**src/sv/lsp_pkg.sv**
```systemverilog
package lsp_pkg;

    localparam int ADDR_W  = 16;
    localparam int MIX_W   = 24;
    localparam int CFG_W   = 16;
    localparam int CIDX_W  = 3;
    localparam int DIV_STEPS = 17;

    localparam logic [12:0] UNITY_GAIN = 13'd4096;
    localparam logic [12:0] FRAME_MAX  = 13'd4096;
    localparam logic [MIX_W-1:0] MIX_MAX = 24'h7FFFFF;
    localparam logic [MIX_W-1:0] MIX_MIN = 24'h800000;

    typedef enum logic {
        REQ_WRITE = 1'b0,
        REQ_TICK  = 1'b1
    } req_type_t;

    typedef enum logic [CIDX_W-1:0] {
        REG_LOOP_START   = 3'd0,
        REG_LOOP_END     = 3'd1,
        REG_AMOUNT       = 3'd2,
        REG_FRAME_LENGTH = 3'd3,
        REG_LEFT_ENABLE  = 3'd4,
        REG_RIGHT_ENABLE = 3'd5
    } reg_index_t;

    typedef enum logic [2:0] {
        ADV_IDLE,
        ADV_ALIGN,
        ADV_SETUP,
        ADV_DIV,
        ADV_DONE
    } adv_state_t;

    typedef struct packed {
        logic [ADDR_W-1:0] loop_start;
        logic [ADDR_W-1:0] loop_end;
        logic [12:0]       amount;
        logic [12:0]       frame_length;
        logic              left_enable;
        logic              right_enable;
    } cfg_t;

    localparam cfg_t CFG_RESET = '{
        loop_start:   16'd0,
        loop_end:     16'd0,
        amount:       13'd4096,
        frame_length: 13'd256,
        left_enable:  1'b1,
        right_enable: 1'b1
    };

    typedef struct packed {
        logic              playing;
        logic              fwd;
        logic [ADDR_W-1:0] range;
    } geom_t;

    // frame base and loop offset of the tick being accepted
    typedef struct packed {
        logic [ADDR_W-1:0] base;
        logic [ADDR_W-1:0] off;
    } pos_t;

    function automatic geom_t loop_geom(input cfg_t c);
        geom_t gm;
        gm.playing = c.loop_start != c.loop_end;
        gm.fwd     = c.loop_start < c.loop_end;
        gm.range   = gm.fwd ? c.loop_end - c.loop_start : c.loop_start - c.loop_end;
        return gm;
    endfunction

endpackage

```
**src/sv/lsp_pos.sv**
```systemverilog
module lsp_pos import lsp_pkg::*; (
    input  logic aclk,
    input  logic aresetn,
    input  cfg_t cfg,
    input  logic tick_fire,
    output pos_t cur,
    output logic busy
);

    logic [ADDR_W-1:0] base_reg, base_next;
    logic [11:0]       count_reg, count_next;
    logic [ADDR_W-1:0] offset_reg, offset_next;
    adv_state_t        state_reg, state_next;
    logic [16:0]       num_reg, num_next;
    logic [ADDR_W-1:0] rem_reg, rem_next;
    logic [4:0]        step_reg, step_next;

    geom_t             geo;
    logic [12:0]       fl;
    logic              first;
    logic              frame_end;
    logic [ADDR_W-1:0] off_raw;
    logic [ADDR_W-1:0] off;
    logic [ADDR_W-1:0] base_eff;
    logic [ADDR_W-1:0] rel;
    logic [16:0]       fwd_num;
    logic [16:0]       rem_sh;

    function automatic logic outside(input logic [ADDR_W-1:0] b, input cfg_t c,
                                     input logic fwd);
        return fwd ? (b < c.loop_start || b >= c.loop_end)
                   : (b < c.loop_end || b > c.loop_start);
    endfunction

    always_comb begin
        geo       = loop_geom(cfg);
        fl        = (cfg.frame_length == '0) ? 13'd1 :
                    (cfg.frame_length > FRAME_MAX) ? FRAME_MAX : cfg.frame_length;
        first     = count_reg == '0;
        off_raw   = first ? '0 : offset_reg;
        off       = (off_raw >= geo.range) ? '0 : off_raw;
        base_eff  = (first && outside(base_reg, cfg, geo.fwd)) ? cfg.loop_start : base_reg;
        frame_end = ({1'b0, count_reg} + 13'd1) >= fl;
        rel       = base_reg - cfg.loop_end;
        fwd_num   = {1'b0, base_reg} - {1'b0, cfg.loop_start} + {4'b0, fl};
        rem_sh    = {rem_reg, num_reg[16]};
    end

    assign cur.base = base_eff;
    assign cur.off  = off;

    // next state
    always_comb begin
        state_next = state_reg;
        case (state_reg)
            ADV_IDLE: begin
                if (tick_fire && frame_end && geo.playing) begin
                    state_next = ADV_ALIGN;
                end
            end
            ADV_ALIGN: state_next = ADV_SETUP;
            ADV_SETUP: begin
                if (!geo.fwd && rel >= 16'(fl)) begin
                    state_next = ADV_IDLE;
                end else begin
                    state_next = ADV_DIV;
                end
            end
            ADV_DIV: begin
                if (step_reg == 5'(DIV_STEPS - 1)) begin
                    state_next = ADV_DONE;
                end
            end
            ADV_DONE: state_next = ADV_IDLE;
            default:  state_next = ADV_IDLE;
        endcase
    end

    // outputs
    always_comb begin
        busy = state_reg != ADV_IDLE;
    end

    // frame state and base advance datapath
    always_comb begin
        base_next   = base_reg;
        count_next  = count_reg;
        offset_next = offset_reg;
        num_next    = num_reg;
        rem_next    = rem_reg;
        step_next   = step_reg;
        case (state_reg)
            ADV_IDLE: begin
                if (tick_fire) begin
                    count_next = frame_end ? '0 : count_reg + 12'd1;
                    if (geo.playing) begin
                        offset_next = (off == geo.range - 16'd1) ? '0 : off + 16'd1;
                        base_next   = base_eff;
                    end else begin
                        offset_next = '0;
                    end
                end
            end
            ADV_ALIGN: begin
                if (outside(base_reg, cfg, geo.fwd)) begin
                    base_next = cfg.loop_start;
                end
            end
            ADV_SETUP: begin
                rem_next  = '0;
                step_next = '0;
                if (geo.fwd) begin
                    num_next = fwd_num;
                end else if (rel >= 16'(fl)) begin
                    // no wrap below the loop end: step straight back
                    base_next = base_reg - 16'(fl);
                end else begin
                    num_next = 17'(fl) - {1'b0, rel};
                end
            end
            ADV_DIV: begin
                num_next  = {num_reg[15:0], 1'b0};
                rem_next  = (rem_sh >= {1'b0, geo.range}) ? 16'(rem_sh - {1'b0, geo.range})
                                                          : rem_sh[15:0];
                step_next = step_reg + 5'd1;
            end
            ADV_DONE: begin
                if (geo.fwd) begin
                    base_next = cfg.loop_start + rem_reg;
                end else begin
                    base_next = (rem_reg == '0) ? cfg.loop_end : cfg.loop_start - rem_reg;
                end
            end
            default: ;
        endcase
    end

    always_ff @(posedge aclk) begin
        if (!aresetn) begin
            state_reg  <= ADV_IDLE;
            base_reg   <= '0;
            count_reg  <= '0;
            offset_reg <= '0;
            step_reg   <= '0;
        end else begin
            state_reg  <= state_next;
            base_reg   <= base_next;
            count_reg  <= count_next;
            offset_reg <= offset_next;
            step_reg   <= step_next;
        end
    end

    always_ff @(posedge aclk) begin
        num_reg <= num_next;
        rem_reg <= rem_next;
    end

endmodule

```
**config.mk**
```make
export PLATFORM = sky130hd
export DESIGN_NAME = lsp_pos
export DESIGN_NICKNAME = d
export VERILOG_FILES = /design/src/sv/lsp_pkg.sv /design/src/sv/lsp_pos.sv
export SDC_FILE = /design/constraint.sdc
export NUM_CORES = 1
export LEC_CHECK = 0
export BUFFER_PORTS_ARGS = -buffer_cell sky130_fd_sc_hd__buf_2
export CORE_UTILIZATION = 53
export CTS_CLUSTER_DIAMETER = 60
export DETAILED_ROUTE_END_ITERATION = 7
export GPL_TIMING_DRIVEN = 0
export PLACE_DENSITY = 0.71
export SLEW_MARGIN = 0
export SYNTH_ARGS = -nofsm -noshare
export SYNTH_HDL_FRONTEND = slang
export SYNTH_SLANG_ARGS = --single-unit
```
**constraint.sdc**
```tcl
create_clock -name aclk -period 8.4 [get_ports aclk]
set_input_delay 0.84 -clock aclk [delete_from_list [all_inputs] [get_ports aclk]]
set_output_delay 0.84 -clock aclk [all_outputs]
set_load 0.02 [all_outputs]
```
==> summary.txt <==
Run status
  – Outcome: finished clean

Synthesis
  – Distinct cells, synth: 100
  – Most common cell in the netlist: inv_1
  – Post-synth ARST share: 0
  – Post-synth EDFFs: 33
  – YS warnings: 0
  – Netlist area before placement: between 10000 and 15000 um^2
  – Yosys top cell area share: 0.1697
  – Most frequent cells after synthesis: 188 x inv_1, 184 x ha_1, 146 x nand2_1, 133 x a21oi_1, 133 x nor2_1
  – Avg Inst Size Synth: 7.579 um^2
  – Syn_nets: around 2000
  – Post-synthesis cell count: approximately 1800
  – Largest cells by area after synthesis: ha_1 17%, dfxtp_1 7.7%, edfxtp_1 7.3%, inv_1 5.2%, a21oi_1 4.9%
  – Synth area leader: ha_1
  – FF+latch count, synth: 85
  – Prevailing post-synth register cell: dfxtp_1
  – Seq/Total Area, Yosys: 0.1498

Min path
  – Hold/Removal Path Class: reg2reg

Critical path
  – Crit path largest cell delay: 0.85 ns
  – Worst setup EP type: flop
  – Top delay family on crit path: compound AO/OA/AOI/OAI gates
  – Crit Path Category: in2reg
  – Startpoint types: input port
  – Worst EP required: slightly below 9 ns
  – CP Buf/Inv Count: 6
  – Arr. time, crit path: around 8.2 ns
  – Critical path peak fanout: 10
  – CP max stage cell: nor4_2
  – Most frequent CP cell: a21o_1

Pwr
  – Leak: between 0.006 and 0.007 uW
  – VDD IR max: 92.25 uV
  – Total power per unit cell area: roughly 150 nW/um^2

Global routing
  – Vias in the first global route: about 13000
  – Antenna violations before repair: 0
  – Pin count of the biggest net entering global routing: 26
  – Total GRT Usage: 0.3636
  – First-pass GRT wire length: ~74000 um
  – GRT Residual Overflow: 0

Drt
  – Wire per inst: 21.58 um
  – Post-route DRC: 0
  – ANT nets after route: 0
  – Average vias per placed instance: 6.393
  – First-pass iteration count of the detailed router: 5
  – DR iter-0 viols: between 1500 and 2000
  – Total Wirelength: ~48000 um
  – Via count: approximately 14000

Timing
  – Unrepaired setup endpoints after global routing: no
  – Minimum clock period: around 7.9 ns
  – Final TNS setup: 0 ns
  – Clk_skew: around 0.011 ns
  – Slew HR: 0.3245
  – Least-Margin Pin Slew: between 1 and 1.5 ns
  – Final hold vios: 0
  – Max frequency: 0.1260 GHz
  – Final setup fails: 0
  – Fin crit share: 0.9447
  – Max-slew violations: 0

CTS
  – Resize count post-CTS: 0
  – Clock tree from TritonCTS: built
  – Clock root buffer master: clkbuf_16
  – Clk sink count: 85
  – Skew-Pair Late Insertion Delay: 0.36 ns
  – Hold Buf Count CTS: 0
  – H-tree levels: 3
  – Num CTS Buffers: 9
  – Clock Pin Slew Worst Setup and Hold Paths: approximately 0.070 ns
  – Max Buffers Root-to-Sink: 2
  – Setup bufs post-CTS: 0

Final layout
  – Max reg flops: 17
  – Share of layout cells above drive strength 1: 0.08320
  – Fill cells: approximately 2500
  – Fin util: 0.5863
  – Antenna Cells: 0
  – Area growth, synth to finish: 8.503%
  – Fin nets: between 2000 and 2500

Floorplanning
  – Die area: about 26000 um^2
  – Die X: roughly 160 um
  – Starting Density: 0.5403
  – Ports: between 90 and 100
  – Rows: 58
  – Core area: ~25000 um^2
  – Die H: between 150 and 200 um

Job
  – Max-cap violations: 0

Placement
  – Final GP Congestion: 0.9826
  – Port buffer count: 80
  – DP Wirelength: 39040 um
## tightest hold or removal path: stages (launching register included)
cell,delay (ns)
dfxtp_1,0.34
nand2_1,0.06
a21boi_0,0.06
## cell usage in the layout (no fill, tap or decap), types with 52 or more instances in the layout
master,count
a21o_1,59
a21oi_1,132
buf_2,88
dfxtp_1,52
ha_1,184
inv_1,188
nand2_1,146
nor2_1,133
o21ai_0,124
xnor2_1,72
## cell type report
cell class	instances	area (um^2)	area share
Tap cell	330	412.9	0.02805
Clock inverter	7	96.34	0.006545
Inverter	189	709.4	0.04819
Sequential cell	85	2032	0.1380
Buffer	68	280.3	0.01904
Timing Repair Buffer	81	415.4	0.02822
Clock buffer	9	225.2	0.01530
Multi-Input combinational cell	1448	10550	0.7166
## through the flow
stage	total power, uW	cells	hold WS [ns]	instance area [um^2]	setup WS [ns]
final	2190	2217	0.5099	14720	0.4649
after global routing	2329	2217	0.5650	14720	0.1361
after CTS	2163	2217	0.5016	14720	0.6087
after detailed placement	1698	2201	0.4919	14400	0.2788
after global placement	1685	2200	0.4834	14380	0.3407
after floorplan	1382	1790	0.4681	13570	1.232
## power breakdown
part	total [uW]	switching [uW]	internal, uW
combinational	1260	772	487
clock	462	198	264
sequential	470	19.8	450
total	2190	990	1200
## layer usage
layer | global-route usage | part of all wire | up-vias
met3 | 0.05286 | 0.090 | 101
met5 | 0 | 0 | -
met2 | 0.5437 | 0.42 | 648
met4 | 0.1509 | 0.038 | 0
met1 | 0.5192 | 0.45 | 6729
li1 | - | - | 6695
## kinds of logic (layout without fill, tap and decap cells)
logic type,after synthesis,count (layout),share of synthesized area
buffers and inverters,257,354,0.07295
AOI/OAI and AO/OA,577,577,0.2860
muxes,15,15,0.01162
xor gates and xnor gates,105,105,0.07295
DFF,85,85,0.1498
and+or+nand+nor,545,545,0.2053
adders and majority gates,206,206,0.2014
## final timing paths
check | startpoint | endpoint | cells after the start | slack (ns)
hold reg to reg | offset_reg[0] | offset_reg[0] | 2 | 0.51
setup / recovery | cfg[44] | offset_reg[5] | 25 | 0.46
hold / removal | offset_reg[0] | offset_reg[0] | 2 | 0.51
setup reg to reg | count_reg[0] | offset_reg[5] | 21 | 1.53
Power figures use the tool's default switching activity.
