<file path="config.mk">
export PLATFORM = sky130hd
export DESIGN_NAME = lsp_mix
export DESIGN_NICKNAME = d
export VERILOG_FILES = /design/src/sv/lsp_pkg.sv /design/src/sv/lsp_mix.sv
export SDC_FILE = /design/constraint.sdc
export NUM_CORES = 2
export LEC_CHECK = 0
export BUFFER_PORTS_ARGS = -buffer_cell sky130_fd_sc_hd__buf_4
export CELL_PAD_IN_SITES_DETAIL_PLACEMENT = 1
export CELL_PAD_IN_SITES_GLOBAL_PLACEMENT = 2
export CORE_ASPECT_RATIO = 0.7
export CORE_MARGIN = 5
export CORE_UTILIZATION = 37
export DETAILED_ROUTE_END_ITERATION = 6
export GPL_ROUTABILITY_DRIVEN = 0
export PLACE_DENSITY = 0.8
export SKIP_CTS_REPAIR_TIMING = 1
export SLEW_MARGIN = 5
export SYNTH_ARGS = -nofsm -noshare
export SYNTH_HDL_FRONTEND = slang
export SYNTH_SLANG_ARGS = --single-unit
</file>
<file path="constraint.sdc">
create_clock -name aclk -period 8.5 [get_ports aclk]
set_clock_uncertainty 0.15 [all_clocks]
set_input_delay 0.85 -clock aclk [delete_from_list [all_inputs] [get_ports aclk]]
set_output_delay 0.85 -clock aclk [all_outputs]
set_load 0.01 [all_outputs]
</file>
<file path="src/sv/lsp_pkg.sv">
package lsp_pkg;

    localparam int ADDR_W  = 16;
    localparam int MIX_W   = 24;
    localparam int CFG_W   = 16;
    localparam int CIDX_W  = 3;
    localparam int DIV_STEPS = 17;

    localparam logic [12:0] UNITY_GAIN = 13'd4096;
    localparam logic [12:0] FRAME_MAX  = 13'd4096;
    localparam logic [MIX_W-1:0] MIX_MAX = 24'h7FFFFF;
    localparam logic [MIX_W-1:0] MIX_MIN = 24'h800000;

    typedef enum logic {
        REQ_WRITE = 1'b0,
        REQ_TICK  = 1'b1
    } req_type_t;

    typedef enum logic [CIDX_W-1:0] {
        REG_LOOP_START   = 3'd0,
        REG_LOOP_END     = 3'd1,
        REG_AMOUNT       = 3'd2,
        REG_FRAME_LENGTH = 3'd3,
        REG_LEFT_ENABLE  = 3'd4,
        REG_RIGHT_ENABLE = 3'd5
    } reg_index_t;

    typedef enum logic [2:0] {
        ADV_IDLE,
        ADV_ALIGN,
        ADV_SETUP,
        ADV_DIV,
        ADV_DONE
    } adv_state_t;

    typedef struct packed {
        logic [ADDR_W-1:0] loop_start;
        logic [ADDR_W-1:0] loop_end;
        logic [12:0]       amount;
        logic [12:0]       frame_length;
        logic              left_enable;
        logic              right_enable;
    } cfg_t;

    localparam cfg_t CFG_RESET = '{
        loop_start:   16'd0,
        loop_end:     16'd0,
        amount:       13'd4096,
        frame_length: 13'd256,
        left_enable:  1'b1,
        right_enable: 1'b1
    };

    typedef struct packed {
        logic              playing;
        logic              fwd;
        logic [ADDR_W-1:0] range;
    } geom_t;

    // frame base and loop offset of the tick being accepted
    typedef struct packed {
        logic [ADDR_W-1:0] base;
        logic [ADDR_W-1:0] off;
    } pos_t;

    function automatic geom_t loop_geom(input cfg_t c);
        geom_t gm;
        gm.playing = c.loop_start != c.loop_end;
        gm.fwd     = c.loop_start < c.loop_end;
        gm.range   = gm.fwd ? c.loop_end - c.loop_start : c.loop_start - c.loop_end;
        return gm;
    endfunction

endpackage

</file>
<file path="src/sv/lsp_mix.sv">
module lsp_mix import lsp_pkg::*; #(
    parameter int SAMPLE_BITS = 16
) (
    input  logic                          aclk,
    input  logic                          aresetn,
    input  cfg_t                          cfg,
    input  logic                          in_valid,
    output logic                          in_ready,
    input  logic signed [MIX_W-1:0]       in_mix_left,
    input  logic signed [MIX_W-1:0]       in_mix_right,
    input  logic [ADDR_W-1:0]             in_pos,
    input  logic                          in_playing,
    input  logic signed [SAMPLE_BITS-1:0] in_left,
    input  logic signed [SAMPLE_BITS-1:0] in_right,
    output logic                          m_valid,
    input  logic                          m_ready,
    output logic signed [MIX_W-1:0]       m_mix_left_out,
    output logic signed [MIX_W-1:0]       m_mix_right_out,
    output logic [ADDR_W-1:0]             m_read_position,
    output logic                          m_playing
);

    localparam int PW   = SAMPLE_BITS + 17;
    localparam int RSH  = (SAMPLE_BITS >= 12) ? SAMPLE_BITS - 12 : 0;
    localparam int LSH  = (SAMPLE_BITS < 12) ? 12 - SAMPLE_BITS : 0;
    localparam int HALF = (RSH > 0) ? 2 ** (RSH - 1) : 0;
    localparam int EW   = PW + LSH + 2;

    logic                    va_reg;
    logic signed [PW-1:0]    pl_reg, pr_reg;
    logic signed [MIX_W-1:0] mla_reg, mra_reg;
    logic [ADDR_W-1:0]       posa_reg;
    logic                    playa_reg;

    logic                    mv_reg;
    logic signed [MIX_W-1:0] mlo_reg, mro_reg;
    logic [ADDR_W-1:0]       poso_reg;
    logic                    playo_reg;

    logic                    out_en;
    logic [15:0]             gain;
    logic signed [PW-1:0]    prod_l, prod_r;

    function automatic logic [15:0] gain_of(input logic [12:0] amt);
        logic [11:0] x;
        x = 12'(amt - UNITY_GAIN);
        // above unity the excess counts tenfold
        return (amt <= UNITY_GAIN) ? 16'(amt)
                                   : 16'(UNITY_GAIN) + {1'b0, x, 3'b0} + {3'b0, x, 1'b0};
    endfunction

    function automatic logic signed [MIX_W-1:0] scale_sum(input logic signed [PW-1:0] p,
                                                          input logic signed [MIX_W-1:0] mix);
        logic signed [EW-1:0] t;
        logic signed [EW-1:0] s;
        logic [EW-MIX_W:0]    hi;
        logic [MIX_W-1:0]     r;
        t  = ($signed(EW'(p)) + $signed(EW'(HALF))) >>> RSH;
        t  = t <<< LSH;
        s  = t + $signed(EW'(mix));
        hi = s[EW-1:MIX_W-1];
        if (&hi || ~|hi) begin
            r = s[MIX_W-1:0];
        end else begin
            r = s[EW-1] ? MIX_MIN : MIX_MAX;
        end
        return r;
    endfunction

    assign out_en   = !mv_reg || m_ready;
    assign in_ready = !va_reg || out_en;
    assign gain     = gain_of(cfg.amount);
    assign prod_l   = in_left * $signed({1'b0, gain});
    assign prod_r   = in_right * $signed({1'b0, gain});

    always_ff @(posedge aclk) begin
        if (!aresetn) begin
            va_reg <= 1'b0;
            mv_reg <= 1'b0;
        end else begin
            if (in_ready) begin
                va_reg <= in_valid;
            end
            if (out_en) begin
                mv_reg <= va_reg;
            end
        end
    end

    always_ff @(posedge aclk) begin
        if (in_ready && in_valid) begin
            pl_reg    <= prod_l;
            pr_reg    <= prod_r;
            mla_reg   <= in_mix_left;
            mra_reg   <= in_mix_right;
            posa_reg  <= in_pos;
            playa_reg <= in_playing;
        end
        if (out_en && va_reg) begin
            mlo_reg   <= (playa_reg && cfg.left_enable) ? scale_sum(pl_reg, mla_reg) : mla_reg;
            mro_reg   <= (playa_reg && cfg.right_enable) ? scale_sum(pr_reg, mra_reg) : mra_reg;
            poso_reg  <= posa_reg;
            playo_reg <= playa_reg;
        end
    end

    assign m_valid         = mv_reg;
    assign m_mix_left_out  = mlo_reg;
    assign m_mix_right_out = mro_reg;
    assign m_read_position = poso_reg;
    assign m_playing       = playo_reg;

endmodule

</file>
==> run_results.csv <==
group,metric,value,unit
grt,leftover_overflow_at_the_end_of_global_routing,0,
finish,layout_nets,4141,
synth,synth-main-ff-cell,"sky130_fd_sc_hd__edfxtp_1",
synth,synth_common_cells,"sky130_fd_sc_hd__inv_1, sky130_fd_sc_hd__fa_1, sky130_fd_sc_hd__ha_1, sky130_fd_sc_hd__nand2_1, sky130_fd_sc_hd__and2_1",
critical_path,critPathTopFamily,"adder cells",
timing,timing.final.max_slew_violations,0,
synth,yosys.area.top_type_share,27.0,%
routing,ant_nets,0,
routing,top_signal_layer_used,"met5",
routing,drt_pre_antenna_iters,5,
critical_path,timing.critical_path.slowest_cell_delay,0.57,ns
die,row_count,85,
critical_path,critical_path_buf_inv_count,5,
routing,totalWireLength,84300,microns
clock_tree,clk_latency,0.49,ns
die,starting_density_of_the_core,37.5,%
die,die_y,244,microns
clock_tree,clock_path_buffers,2,
die,floorplan.core_area,77200,sq um
critical_path,slowest_stage,"sky130_fd_sc_hd__fa_1",
place,post_dp_hpwl,70400,microns
synth,synth-async-reset-ratio,0,%
place,placedCellCount,4273,
grt,largest_net_degree_at_the_start_of_global_routing,67,
place,numPortBuffers,182,
die,io-pin-count,228,
hold_path,worst_hold_path_cell_count,0,
synth,synth_area_per_cell,9.65,sq um
clock_tree,htreeDepth,4,
routing,route.detailed.vias_per_inst,5.14,
critical_path,reg2reg_setup_slack,2.00,ns
place,placement.cell_area,32700,sq um
job,drv.max_cap_violation_count,0,
finish,final_cell_count_no_fill,4325,
timing,grt_setup_unrepaired,"yes",
routing,wl_met2,37100,microns
hold_path,timing.hold.worst_endpoint,"m_read_position[12]",
routing,detail_route.drc_violations,0,
critical_path,rr_startpoint,"pl_reg[5]",
synth,ys_ff_latch,192,
die,die_width,344,microns
timing,slew-limit-headroom,25.1,%
critical_path,critPathMaxFanout,8,
synth,synth.area.top_cells,"sky130_fd_sc_hd__fa_1, sky130_fd_sc_hd__edfxtp_1, sky130_fd_sc_hd__ha_1",
synth,post_synth_num_cell_types,78,
timing,hold_violations,0,
critical_path,worstPathRequired,8.60,ns
synth,synth_most_common_cell,"sky130_fd_sc_hd__inv_1",
critical_path,worst_reg_to_reg_cells,18,
routing,met1_length,41900,microns
grt,number_of_antenna_violations_at_the_first_check_in_global_routing,2,
clock_tree,clockRootBuffer,"sky130_fd_sc_hd__clkbuf_16",
finish,core_utilization_of_the_finished_layout,43.9,%
critical_path,nature_of_the_critical_path_startpoint,"input pin",
routing,drt_iter0_markers,1233,
critical_path,end_kind,"flop",
synth,synthesis.instances,2999,
timing,timing_worst_slew_pin_value,1.12,ns
finish,final.fill_count,8771,
finish,seq_area,5750,sq um
routing,met3RoutedLength,4530,microns
clock_tree,tritoncts,"yes",
hold_path,hold_start,"posa_reg[12]",
finish,syn_to_final_growth,17.1,%
finish,multi_input_area,21500,sq um
synth,synthesis.area,28900,sq um
run_status,result_of_the_run,"complete, no violations",
critical_path,start_to_end_type_of_the_worst_setup_path,"input pin to flop",
critical_path,crit-reg2reg-capture,"m_mix_left_out[22]",
finish,finalInstanceArea,33900,sq um
timing,timing.final.setup_violations,0,
grt,grt_first_pass_wirelength,135000,microns
grt,number_of_global_route_vias_before_repair,24570,
critical_path,timing.critical_path.arrival,8.57,ns
synth,seq_area_frac_synth,19.8,%
clock_tree,tritoncts.num_buffers,17,
timing,hold_slack,0.271,ns
synth,synthesis.nets,3873,
synth,synth_enable_flop_cells,190,
routing,routedWlPerCell,19.5,microns
clock_tree,numClockSinks,192,
routing,routed-via-count,22247,
timing,fin_crit_sh,99.7,%
die,die-area,84000,sq um
finish,post_route_cells_drive_above_1_share,17.1,%
hold_path,min_path_type,"flop to flop",
synth,ys_warn_count,0,
clock_tree,clkTransAtPathRegs,0.08,ns
critical_path,cpMostUsedCell,"sky130_fd_sc_hd__fa_1",
synth,yosys.area.top_type,"sky130_fd_sc_hd__fa_1",
timing,max_clock_freq,0.118,GHz
grt,gr-usage-all-layers,20.1,%
timing,final_critical_period,8.47,ns
## area by class of cell
class                           instances  area share (%)
Sequential cell                       192            17.0
Timing Repair Buffer                  371            8.64
Clock inverter                         15           0.620
Multi-Input combinational cell       2206            63.4
Antenna cell                            1         0.00739
Inverter                              479            5.31
Tap cell                             1044            3.86
Clock buffer                           17            1.26
## layout by cell type (no fill, tap or decap), types with 40 or more instances in the layout
master and count:
sky130_fd_sc_hd__buf_4 355, sky130_fd_sc_hd__xnor2_1 120, sky130_fd_sc_hd__ha_1 308, sky130_fd_sc_hd__nand2_1 289, sky130_fd_sc_hd__inv_1 472, sky130_fd_sc_hd__and2_1 252
sky130_fd_sc_hd__nand3_1 66, sky130_fd_sc_hd__edfxtp_1 190, sky130_fd_sc_hd__and3_1 40, sky130_fd_sc_hd__o21ai_0 46, sky130_fd_sc_hd__a21o_1 44, sky130_fd_sc_hd__nor2_1 112
sky130_fd_sc_hd__a21oi_1 89, sky130_fd_sc_hd__fa_1 382
## through the flow
step | setup TNS [ns] | setup slack [ns]
CTS | -1.64 | -0.217
global route | -1.82 | -0.225
detailed placement | -13.93 | -0.757
floorplan | -0.0603 | -0.0603
global placement | -7.95 | -0.562
finish | 0 | 0.0262
## logic make-up after synthesis
| family | Yosys count | share of synthesized area [%] |
|---|---|---|
| simple gates | 923 | 16.3 |
| fa+ha+maj | 713 | 41.0 |
| buf+inv | 601 | 7.88 |
| compound gates | 403 | 9.88 |
| flops | 192 | 19.8 |
| xor+xnor | 153 | 4.63 |
| mux | 14 | 0.527 |
## per-layer routing
metal	vias up	track usage [%]
met1	11362	29.8
met3	49	3.65
met4	4	3.23
met2	437	31.2
li1	10395	-
met5	-	0
## worst max path at each step
stage / to / slack, ns / cells past startpoint / startpoint
finish: pr_reg[32] / 0.03 / 34 / cfg[18]
global route: pr_reg[32] / -0.22 / 34 / cfg[18]
CTS: pr_reg[32] / -0.22 / 35 / cfg[16]
detailed placement: pl_reg[31] / -0.76 / 35 / cfg[16]
global placement: pr_reg[32] / -0.56 / 35 / cfg[16]
floorplan: pr_reg[32] / -0.06 / 34 / cfg[16]
Power is not shown: default switching activity piles up to over one toggle a cycle in this logic, so the estimate is an artifact.
